==> src/ttl_pkg.sv <==
package ttl_pkg;

	// Default sizing
	localparam int CAPACITY_DEF = 32;
	localparam int KEY_BITS_DEF = 32;

	// Fixed field widths
	localparam int KEY_IN_W = 32;
	localparam int TIME_W   = 48;
	localparam int EXPIRY_W = 32;

	// Expiry window after reset, in ms
	localparam logic [EXPIRY_W-1:0] EXPIRY_RST = 32'd5000;

	// Request opcodes
	localparam logic [1:0] OP_TOUCH = 2'd0;
	localparam logic [1:0] OP_ERASE = 2'd1;
	localparam logic [1:0] OP_CLEAR = 2'd2;

	// Result status codes
	localparam logic [2:0] STATUS_HIT     = 3'd0;
	localparam logic [2:0] STATUS_CREATED = 3'd1;
	localparam logic [2:0] STATUS_FULL    = 3'd2;
	localparam logic [2:0] STATUS_ERASED  = 3'd3;
	localparam logic [2:0] STATUS_CLEARED = 3'd4;

	// One result, status in the lowest bits
	typedef struct packed {
		logic [5:0] swept_count;
		logic [5:0] entry_count;
		logic [4:0] slot;
		logic [2:0] status;
	} res_t;

	// Request sequencer
	typedef enum logic [2:0] {
		S_IDLE,
		S_SEARCH,
		S_DECIDE,
		S_SWEEP,
		S_SWEPT,
		S_RESULT
	} state_t;

endpackage

==> src/ttl_ram.sv <==
module ttl_ram import ttl_pkg::*; #(
	parameter int DEPTH = CAPACITY_DEF,
	parameter int WIDTH = KEY_BITS_DEF + TIME_W,
	parameter int AW    = 5
) (
	input  logic             clk,
	input  logic             we,
	input  logic [AW-1:0]    waddr,
	input  logic [WIDTH-1:0] wdata,
	input  logic [AW-1:0]    raddr,
	output logic [WIDTH-1:0] rdata
);

	logic [WIDTH-1:0] mem [DEPTH];

	// One write port, one registered read port
	always_ff @(posedge clk) begin
		if (we) begin
			mem[waddr] <= wdata;
		end
		rdata <= mem[raddr];
	end

endmodule

==> src/ttl_engine.sv <==
module ttl_engine import ttl_pkg::*; #(
	parameter int CAPACITY = CAPACITY_DEF,
	parameter int KEY_BITS = KEY_BITS_DEF,
	localparam int IDX_W = (CAPACITY > 1) ? $clog2(CAPACITY) : 1,
	localparam int CNT_W = $clog2(CAPACITY + 1),
	localparam int KW    = (KEY_BITS < KEY_IN_W) ? KEY_BITS : KEY_IN_W
) (
	input  logic                clk,
	input  logic                arst_n,
	input  logic                in_valid,
	output logic                in_ready,
	input  logic [1:0]          op,
	input  logic [KEY_IN_W-1:0] key,
	input  logic [TIME_W-1:0]   now,
	input  logic [EXPIRY_W-1:0] expiry,
	output logic                res_valid,
	input  logic                res_ready,
	output res_t                res
);

	localparam int ENT_W = KW + TIME_W;
	localparam logic [IDX_W-1:0] LAST_IDX = IDX_W'(CAPACITY - 1);

	state_t state_q, state_d;

	logic [1:0]          op_q;
	logic [KW-1:0]       key_q;
	logic [TIME_W-1:0]   now_q;
	logic [CAPACITY-1:0] valid_q;
	logic [CNT_W-1:0]    occ_q;
	logic [CNT_W-1:0]    swept_q;

	// Walk: read issue and compare stage
	logic             rd_on_q;
	logic [IDX_W-1:0] rd_idx_q;
	logic             cmp_s1;
	logic [IDX_W-1:0] idx_s1;

	logic             hit_q;
	logic [IDX_W-1:0] hit_idx_q;
	logic             free_q;
	logic [IDX_W-1:0] free_idx_q;
	res_t             res_q;

	logic             mem_we;
	logic [IDX_W-1:0] mem_waddr;
	logic [ENT_W-1:0] mem_wdata;
	logic [ENT_W-1:0] mem_rdata;

	logic [KW-1:0]     rd_key;
	logic [TIME_W-1:0] rd_time;
	logic [TIME_W-1:0] idle;
	logic              key_eq;
	logic              expired;
	logic              last_cmp;
	logic              walk_op;

	ttl_ram #(
		.DEPTH (CAPACITY),
		.WIDTH (ENT_W),
		.AW    (IDX_W)
	) u_ram (
		.clk   (clk),
		.we    (mem_we),
		.waddr (mem_waddr),
		.wdata (mem_wdata),
		.raddr (rd_idx_q),
		.rdata (mem_rdata)
	);

	// Compare stage on the registered read data
	assign {rd_key, rd_time} = mem_rdata;
	assign idle     = now_q - rd_time;
	assign expired  = valid_q[idx_s1] && (idle > TIME_W'(expiry));
	assign key_eq   = valid_q[idx_s1] && (rd_key == key_q);
	assign last_cmp = cmp_s1 && (idx_s1 == LAST_IDX);
	assign walk_op  = (op == OP_TOUCH) || (op == OP_ERASE);

	assign in_ready  = (state_q == S_IDLE);
	assign res_valid = (state_q == S_RESULT);
	assign res       = res_q;

	// Entry write-back: refresh on hit, insert into a free or swept slot
	assign mem_we = ((state_q == S_DECIDE) && (op_q == OP_TOUCH) && (hit_q || free_q)) ||
		((state_q == S_SWEPT) && (swept_q != '0));
	assign mem_waddr = hit_q ? hit_idx_q : free_idx_q;
	assign mem_wdata = {key_q, now_q};

	always_ff @(posedge clk or negedge arst_n) begin
		if (!arst_n) begin
			state_q <= S_IDLE;
		end else begin
			state_q <= state_d;
		end
	end

	// Next state
	always_comb begin
		state_d = state_q;
		case (state_q)
			S_IDLE: begin
				if (in_valid) begin
					state_d = walk_op ? S_SEARCH : S_DECIDE;
				end
			end
			S_SEARCH: begin
				if (last_cmp) begin
					state_d = S_DECIDE;
				end
			end
			S_DECIDE: begin
				if ((op_q == OP_TOUCH) && !hit_q && !free_q) begin
					state_d = S_SWEEP;
				end else begin
					state_d = S_RESULT;
				end
			end
			S_SWEEP: begin
				if (last_cmp) begin
					state_d = S_SWEPT;
				end
			end
			S_SWEPT: state_d = S_RESULT;
			S_RESULT: begin
				if (res_ready) begin
					state_d = S_IDLE;
				end
			end
			default: state_d = S_IDLE;
		endcase
	end

	// Request datapath, valid bits and occupancy
	always_ff @(posedge clk or negedge arst_n) begin
		if (!arst_n) begin
			op_q       <= '0;
			key_q      <= '0;
			now_q      <= '0;
			valid_q    <= '0;
			occ_q      <= '0;
			swept_q    <= '0;
			rd_on_q    <= 1'b0;
			rd_idx_q   <= '0;
			cmp_s1     <= 1'b0;
			idx_s1     <= '0;
			hit_q      <= 1'b0;
			hit_idx_q  <= '0;
			free_q     <= 1'b0;
			free_idx_q <= '0;
			res_q      <= '0;
		end else begin
			// read walk, one entry per cycle
			cmp_s1 <= rd_on_q;
			idx_s1 <= rd_idx_q;
			if (rd_on_q) begin
				if (rd_idx_q == LAST_IDX) begin
					rd_on_q <= 1'b0;
				end else begin
					rd_idx_q <= rd_idx_q + IDX_W'(1);
				end
			end

			case (state_q)
				S_IDLE: begin
					if (in_valid) begin
						op_q  <= op;
						key_q <= KW'(key);
						now_q <= now;
						hit_q <= 1'b0;
						free_q <= 1'b0;
						swept_q <= '0;
						if (walk_op) begin
							rd_on_q  <= 1'b1;
							rd_idx_q <= '0;
						end
					end
				end
				S_SEARCH: begin
					// first matching key and lowest free slot
					if (cmp_s1) begin
						if (key_eq && !hit_q) begin
							hit_q     <= 1'b1;
							hit_idx_q <= idx_s1;
						end
						if (!valid_q[idx_s1] && !free_q) begin
							free_q     <= 1'b1;
							free_idx_q <= idx_s1;
						end
					end
				end
				S_DECIDE: begin
					// result word: swept_count, entry_count, slot, status
					case (op_q)
						OP_TOUCH: begin
							if (hit_q) begin
								res_q <= {6'd0, 6'(occ_q), 5'(hit_idx_q), STATUS_HIT};
							end else if (free_q) begin
								valid_q[free_idx_q] <= 1'b1;
								occ_q               <= occ_q + CNT_W'(1);
								res_q <= {6'd0, 6'(occ_q + CNT_W'(1)), 5'(free_idx_q),
									STATUS_CREATED};
							end else begin
								// full: sweep expired entries first
								rd_on_q  <= 1'b1;
								rd_idx_q <= '0;
								free_q   <= 1'b0;
								swept_q  <= '0;
							end
						end
						OP_ERASE: begin
							if (hit_q) begin
								valid_q[hit_idx_q] <= 1'b0;
								occ_q              <= occ_q - CNT_W'(1);
								res_q <= {6'd0, 6'(occ_q - CNT_W'(1)), 5'd0, STATUS_ERASED};
							end else begin
								res_q <= {6'd0, 6'(occ_q), 5'd0, STATUS_ERASED};
							end
						end
						OP_CLEAR: begin
							valid_q <= '0;
							occ_q   <= '0;
							res_q   <= {6'd0, 6'd0, 5'd0, STATUS_CLEARED};
						end
						default: begin
							// unused opcode answers as an erase that matched nothing
							res_q <= {6'd0, 6'(occ_q), 5'd0, STATUS_ERASED};
						end
					endcase
				end
				S_SWEEP: begin
					// drop idle entries, remember the lowest one freed
					if (cmp_s1 && expired) begin
						valid_q[idx_s1] <= 1'b0;
						swept_q         <= swept_q + CNT_W'(1);
						occ_q           <= occ_q - CNT_W'(1);
						if (!free_q) begin
							free_q     <= 1'b1;
							free_idx_q <= idx_s1;
						end
					end
				end
				S_SWEPT: begin
					if (swept_q != '0) begin
						valid_q[free_idx_q] <= 1'b1;
						occ_q               <= occ_q + CNT_W'(1);
						res_q <= {6'(swept_q), 6'(occ_q + CNT_W'(1)), 5'(free_idx_q),
							STATUS_CREATED};
					end else begin
						res_q <= {6'd0, 6'(occ_q), 5'd0, STATUS_FULL};
					end
				end
				default: ;
			endcase
		end
	end

endmodule

==> src/ttl_keyed_track_table_top.sv <==
// Keyed track table with idle expiry. Each request on the s_ side touches, erases or
// clears; each gives exactly one result on the m_ side. Entries (key and last refresh
// time) live in one single-port-read synchronous RAM that is walked one entry per
// cycle; valid bits and the entry count sit in flops. Clear and the unused opcode
// need no walk. Touch and erase take one search walk; a touch that misses in a full
// table adds an expiry sweep walk. One request is in work at a time; a finished
// result waits in the output register while the next request is taken.
// expiry_ms is written through cfg_we/cfg_wdata and must only change while idle.
module ttl_keyed_track_table_top import ttl_pkg::*; #(
	parameter int CAPACITY = CAPACITY_DEF,
	parameter int KEY_BITS = KEY_BITS_DEF
) (
	input  logic        clk,
	input  logic        arst_n,
	input  logic        cfg_we,
	input  logic [31:0] cfg_wdata,     // expiry_ms
	input  logic        s_tvalid,
	output logic        s_tready,
	input  logic [87:0] s_tdata,       // opcode[1:0], track_key[33:2], now_ms[81:34]
	output logic        m_tvalid,
	input  logic        m_tready,
	output logic [23:0] m_tdata        // status[2:0], slot[7:3], entry_count[13:8],
	                                   // swept_count[19:14]
);

	logic [EXPIRY_W-1:0] expiry_q;
	logic                res_valid;
	logic                res_ready;
	res_t                res;
	logic                out_vld_q;
	res_t                out_q;

	// Expiry register
	always_ff @(posedge clk or negedge arst_n) begin
		if (!arst_n) begin
			expiry_q <= EXPIRY_RST;
		end else if (cfg_we) begin
			expiry_q <= cfg_wdata;
		end
	end

	ttl_engine #(
		.CAPACITY (CAPACITY),
		.KEY_BITS (KEY_BITS)
	) u_engine (
		.clk       (clk),
		.arst_n    (arst_n),
		.in_valid  (s_tvalid),
		.in_ready  (s_tready),
		.op        (s_tdata[1:0]),
		.key       (s_tdata[33:2]),
		.now       (s_tdata[81:34]),
		.expiry    (expiry_q),
		.res_valid (res_valid),
		.res_ready (res_ready),
		.res       (res)
	);

	// Output register
	assign res_ready = !out_vld_q || m_tready;

	always_ff @(posedge clk or negedge arst_n) begin
		if (!arst_n) begin
			out_vld_q <= 1'b0;
			out_q     <= '0;
		end else if (res_ready) begin
			out_vld_q <= res_valid;
			if (res_valid) begin
				out_q <= res;
			end
		end
	end

	assign m_tvalid = out_vld_q;
	assign m_tdata  = {4'b0000, out_q};

endmodule

==> config.mk <==
export PLATFORM = sky130hd
export DESIGN_NAME = ttl_keyed_track_table_top
export DESIGN_NICKNAME = d
export VERILOG_FILES = /design/src/ttl_pkg.sv /design/src/ttl_ram.sv /design/src/ttl_engine.sv /design/src/ttl_keyed_track_table_top.sv
export SDC_FILE = /design/constraint.sdc
export NUM_CORES = 2
export LEC_CHECK = 0
export ABC_AREA = 1
export BUFFER_PORTS_ARGS = -buffer_cell sky130_fd_sc_hd__buf_2
export CORE_MARGIN = 3
export CORE_UTILIZATION = 41
export CTS_CLUSTER_SIZE = 10
export DETAILED_ROUTE_END_ITERATION = 16
export PLACE_DENSITY_LB_ADDON = 0.1
export SYNTH_ARGS = -nofsm -noshare
export SYNTH_HDL_FRONTEND = slang
export SYNTH_SLANG_ARGS = --single-unit
==> constraint.sdc <==
create_clock -name clk -period 9 [get_ports clk]
set_clock_uncertainty 0.1 [all_clocks]
set_input_delay 0.9 -clock clk [delete_from_list [all_inputs] [get_ports clk]]
set_output_delay 0.9 -clock clk [all_outputs]
set_load 0.02 [all_outputs]
==> results.sh <==
export IMPL_clock_sinks=2866
export IMPL_worstSetupPathType="reg -> reg"
export IMPL_min_period_ps=6800
export IMPL_tritoncts="built"
export IMPL_layout_nets=10100
export IMPL_place_port_buffers=140
export IMPL_finalSetupTns_ps=0
export IMPL_antenna_found_initial=11
export IMPL_setup_violations=0
export IMPL_yosysWarningCount=0
export IMPL_start_kind="flip-flop"
export IMPL_worstReg2RegEnd="u_engine.valid_q[23]"
export IMPL_crit_chain="inv_1 > ha_1 > inv_1 > fa_1 > nand3_1 > nand3_1 > nand3_1 > nand3_1 > a21oi_1 > xnor2_1 > ha_1 > nand2_1 > nor2_1 > nand4_1 > nor3b_1 > nand4_1 > nand2_1 > nand4_1 > nor2_1 > nand3_1 > nand2_1 > nand2_2 > nand2_2 > o21ai_0"
export IMPL_via_count=80200
export IMPL_clk_pin_slew_ps=60
export IMPL_ys_ff_latch=2866
export IMPL_synthDistinctLibCells=59
export IMPL_fin_util_pct=46.5
export IMPL_syn_to_final_growth_pct=12.6
export IMPL_hold_path_class="in -> reg"
export IMPL_syn_area_per_cell_sq_um=11.8
export IMPL_worst_r2r_setup_slack_ps=2200
export IMPL_finalPower_mw=47.1
export IMPL_path_max_fanout=67
export IMPL_placementRows=195
export IMPL_coreArea_sq_mm=0.283
export IMPL_hpwl_mm=196
export IMPL_layout_cells_non_filler=13900
export IMPL_num_io_pins=151
export IMPL_synth_edf_count=2560
export IMPL_p_per_area_mw_per_mm2=358
export IMPL_yosysTopAreaCellShare_pct=65.8
export IMPL_period_share_pct=75.6
export IMPL_worstSetupStartpoint="u_engine.now_q[0]"
export IMPL_initial_utilization_pct=41.3
export IMPL_drv_slew=0
export IMPL_irDropWorstVdd_mv=0.267
export IMPL_arrival_ps=7390
export IMPL_rr_startpoint="u_engine.now_q[0]"
export IMPL_chipHeight_um=540
export IMPL_numCtsBuffers=334
export IMPL_placed_area_sq_mm=0.122
export IMPL_gr_usage_all_layers_pct=26.2
export IMPL_cap_violations=0
export IMPL_path_depth=24
export IMPL_antenna_left=0
export IMPL_nFillCells=25700
export IMPL_rsz0062_at_grt="false"
export IMPL_grt_max_degree=192
export IMPL_yosys_most_used_dff="edfxtp_1"
export IMPL_wire_per_inst_um=28.4
export IMPL_drc=0
export IMPL_crit_family="simple AND/OR/NAND/NOR gates"
export IMPL_gp_congestion=0.907
export IMPL_outcome="finished, final reports clean"
export IMPL_required_ps=9590
export IMPL_reg2reg_depth=24
export IMPL_grt_pass1_vias=76700
export IMPL_fin_area_sq_mm=0.132
export IMPL_max_stage_delay_ps=1000
export IMPL_die_w_um=540
export IMPL_clock_path_buffers=4
export IMPL_grt_pass1_wl_mm=559
export IMPL_syn_area_sq_mm=0.117
export IMPL_netlist_top_cells_area="edfxtp_1, o21ai_0, nor2_1, dfrtp_1, o22ai_1"
export IMPL_crit_end="u_engine.valid_q[23]"
export IMPL_synth_top_area_cell="edfxtp_1"
export IMPL_synthCells=9875
export IMPL_vias_per_cell=5.78
export IMPL_htreeDepth=5
export IMPL_clk_insertion_delay_late_ps=920
export IMPL_wl_mm=394
export IMPL_post_cts_buffers=0
export IMPL_grt_ovfl_total=0
export IMPL_tightest_slew_ps=1290
export IMPL_worst_setup_path_end_kind="flip-flop"
export IMPL_slowest_stage="nand2_2"
export IMPL_drtIter0Drc=9176
export IMPL_path_buf_inv=2
export IMPL_drive_above_1_share_pct=7.75
export IMPL_timing_slew_headroom_pct=14.2
export IMPL_fmax_ghz=0.147
export IMPL_placed_cells_incl_taps=13300
export IMPL_cts_root_buffer="clkbuf_16"
export IMPL_crit_path_frequent_cell="nand3_1"
export IMPL_hold_violations=0
export IMPL_cellLeakagePower_nw=45.3
export IMPL_synthArstFlopShare_pct=7.89
export IMPL_fp_dieArea_sq_mm=0.292
export IMPL_first_pass_iters=5
export IMPL_yosysSeqAreaShare_pct=72.0
## placed cells by master (no fill, tap or decap), drive strengths merged, types with 80 or more instances in the layout
| cell type | n |
|---|---|
| edfxtp | 2560 |
| nor2 | 1770 |
| o21ai | 1766 |
| nand2 | 1079 |
| o22ai | 803 |
| clkbuf | 530 |
| inv | 400 |
| buf | 315 |
| dfrtp | 221 |
| a21oi | 154 |
| nand3 | 112 |
| ha | 88 |
| dfxtp | 80 |
## cell families (layout without fill, tap and decap cells)
family          Yosys count  in the layout  synth area share (%)
simple gates           3029           3029                  10.1
flops                  2866           2866                  72.0
compound gates         2829           2829                  13.2
buf+inv                1002           1269                  3.31
fa+ha+maj                89             89                 0.959
xor+xnor                 49             49                 0.367
mux                      10             10                0.0963
other cells               1              5               0.00321
## stage by stage
stage	worst slack [ps]	hold slack [ps]
4_1_cts	2180	2.91
2_1_floorplan	3540	252
3_5_place_dp	2230	358
3_3_place_gp	2370	364
5_1_grt	1540	46.3
6_report	2200	80.3
## timing repair
item	4_1_cts	5_1_grt
hold buffers	1	0
hold endpoints to repair	69	0
gates resized for setup	0	0
setup endpoints to repair	0	0
## area by class of cell
| cell class | count | area [sq um] | share of cell area [%] |
|---|---|---|---|
| Timing Repair Buffer | 316 | 2380 | 1.81 |
| Tap cell | 3743 | 4680 | 3.56 |
| Clock inverter | 41 | 546 | 0.414 |
| Sequential cell | 2866 | 84200 | 63.9 |
| Multi-Input combinational cell | 6010 | 29200 | 22.1 |
| Inverter | 382 | 1470 | 1.12 |
| Clock buffer | 530 | 9240 | 7.02 |
| Antenna cell | 1 | 2.50 | 0.00190 |
## worst register-to-register path: cells and delay by family, from the launching register on
| kind | cells | cell delay (ps) |
|---|---|---|
| adder cells (fa/ha/maj) | 3 | 1140 |
| buffers and inverters | 2 | 350 |
| AND/OR/NAND/NOR | 16 | 3550 |
| XOR/XNOR | 1 | 180 |
| AO/OA/AOI/OAI | 2 | 500 |
| flip-flops | 1 | 740 |
## worst min-delay path by stage
stage	from	end	slack [ps]	cells after the start
finish	s_tdata[81]	u_engine.now_q[47]	80	3
CTS	s_tdata[81]	u_engine.now_q[47]	3	3
detailed placement	u_engine.swept_q[5]	u_engine.swept_q[5]	360	2
floorplan	u_engine.rd_idx_q[2]	u_engine.idx_s1[2]	250	0
global placement	m_tdata[18]	m_tdata[18]	360	2
global route	s_tdata[81]	u_engine.now_q[47]	50	3
## flip-flops by register name (all words and copies together) (netlist names)
name	count
u_engine.u_ram.mem	2560
u_engine.u_ram.rdata	80
u_engine.now_q	48
expiry_q	32
u_engine.key_q	32
u_engine.valid_q	32
m_tdata	20
u_engine.res	20
u_engine.occ_q	6
u_engine.swept_q	6
u_engine.free_idx_q	5
u_engine.hit_idx_q	5
u_engine.idx_s1	5
u_engine.rd_idx_q	5
u_engine.state_q	3
u_engine.op_q	2
m_tvalid	1
u_engine.cmp_s1	1
u_engine.free_q	1
u_engine.hit_q	1
u_engine.rd_on_q	1
## synthesized netlist by cell type (13+ instances only)
cell / number
dfxtp_1: 80
edfxtp_1: 2560
dfrtp_1: 221
nor2_1: 1759
nand2_1: 1070
xnor2_1: 13
a21oi_1: 154
clkbuf_1: 537
inv_1: 377
o22ai_1: 803
nand3_1: 108
nand4_1: 26
buf_2: 30
ha_1: 88
o2111ai_1: 17
a31oi_1: 13
buf_1: 40
nor3_1: 20
o21ai_0: 1755
xor2_1: 36
o31ai_1: 29
## routing by layer
| layer | wire length [um] | share of wire, % | global-route usage [%] |
|---|---|---|---|
| met5 | 0 | 0 | 0 |
| met4 | 12700 | 3.2 | 8.29 |
| met3 | 24200 | 6.2 | 2.88 |
| met2 | 186000 | 47 | 42.8 |
| met1 | 171000 | 43 | 36.9 |
## power by group
part | switching, mW | internal, mW
Sequential | 1.53 | 16.8
Combinational | 11.7 | 4.63
Clock | 5.37 | 7.11
No activity file was read; power rests on OpenSTA's default activity.
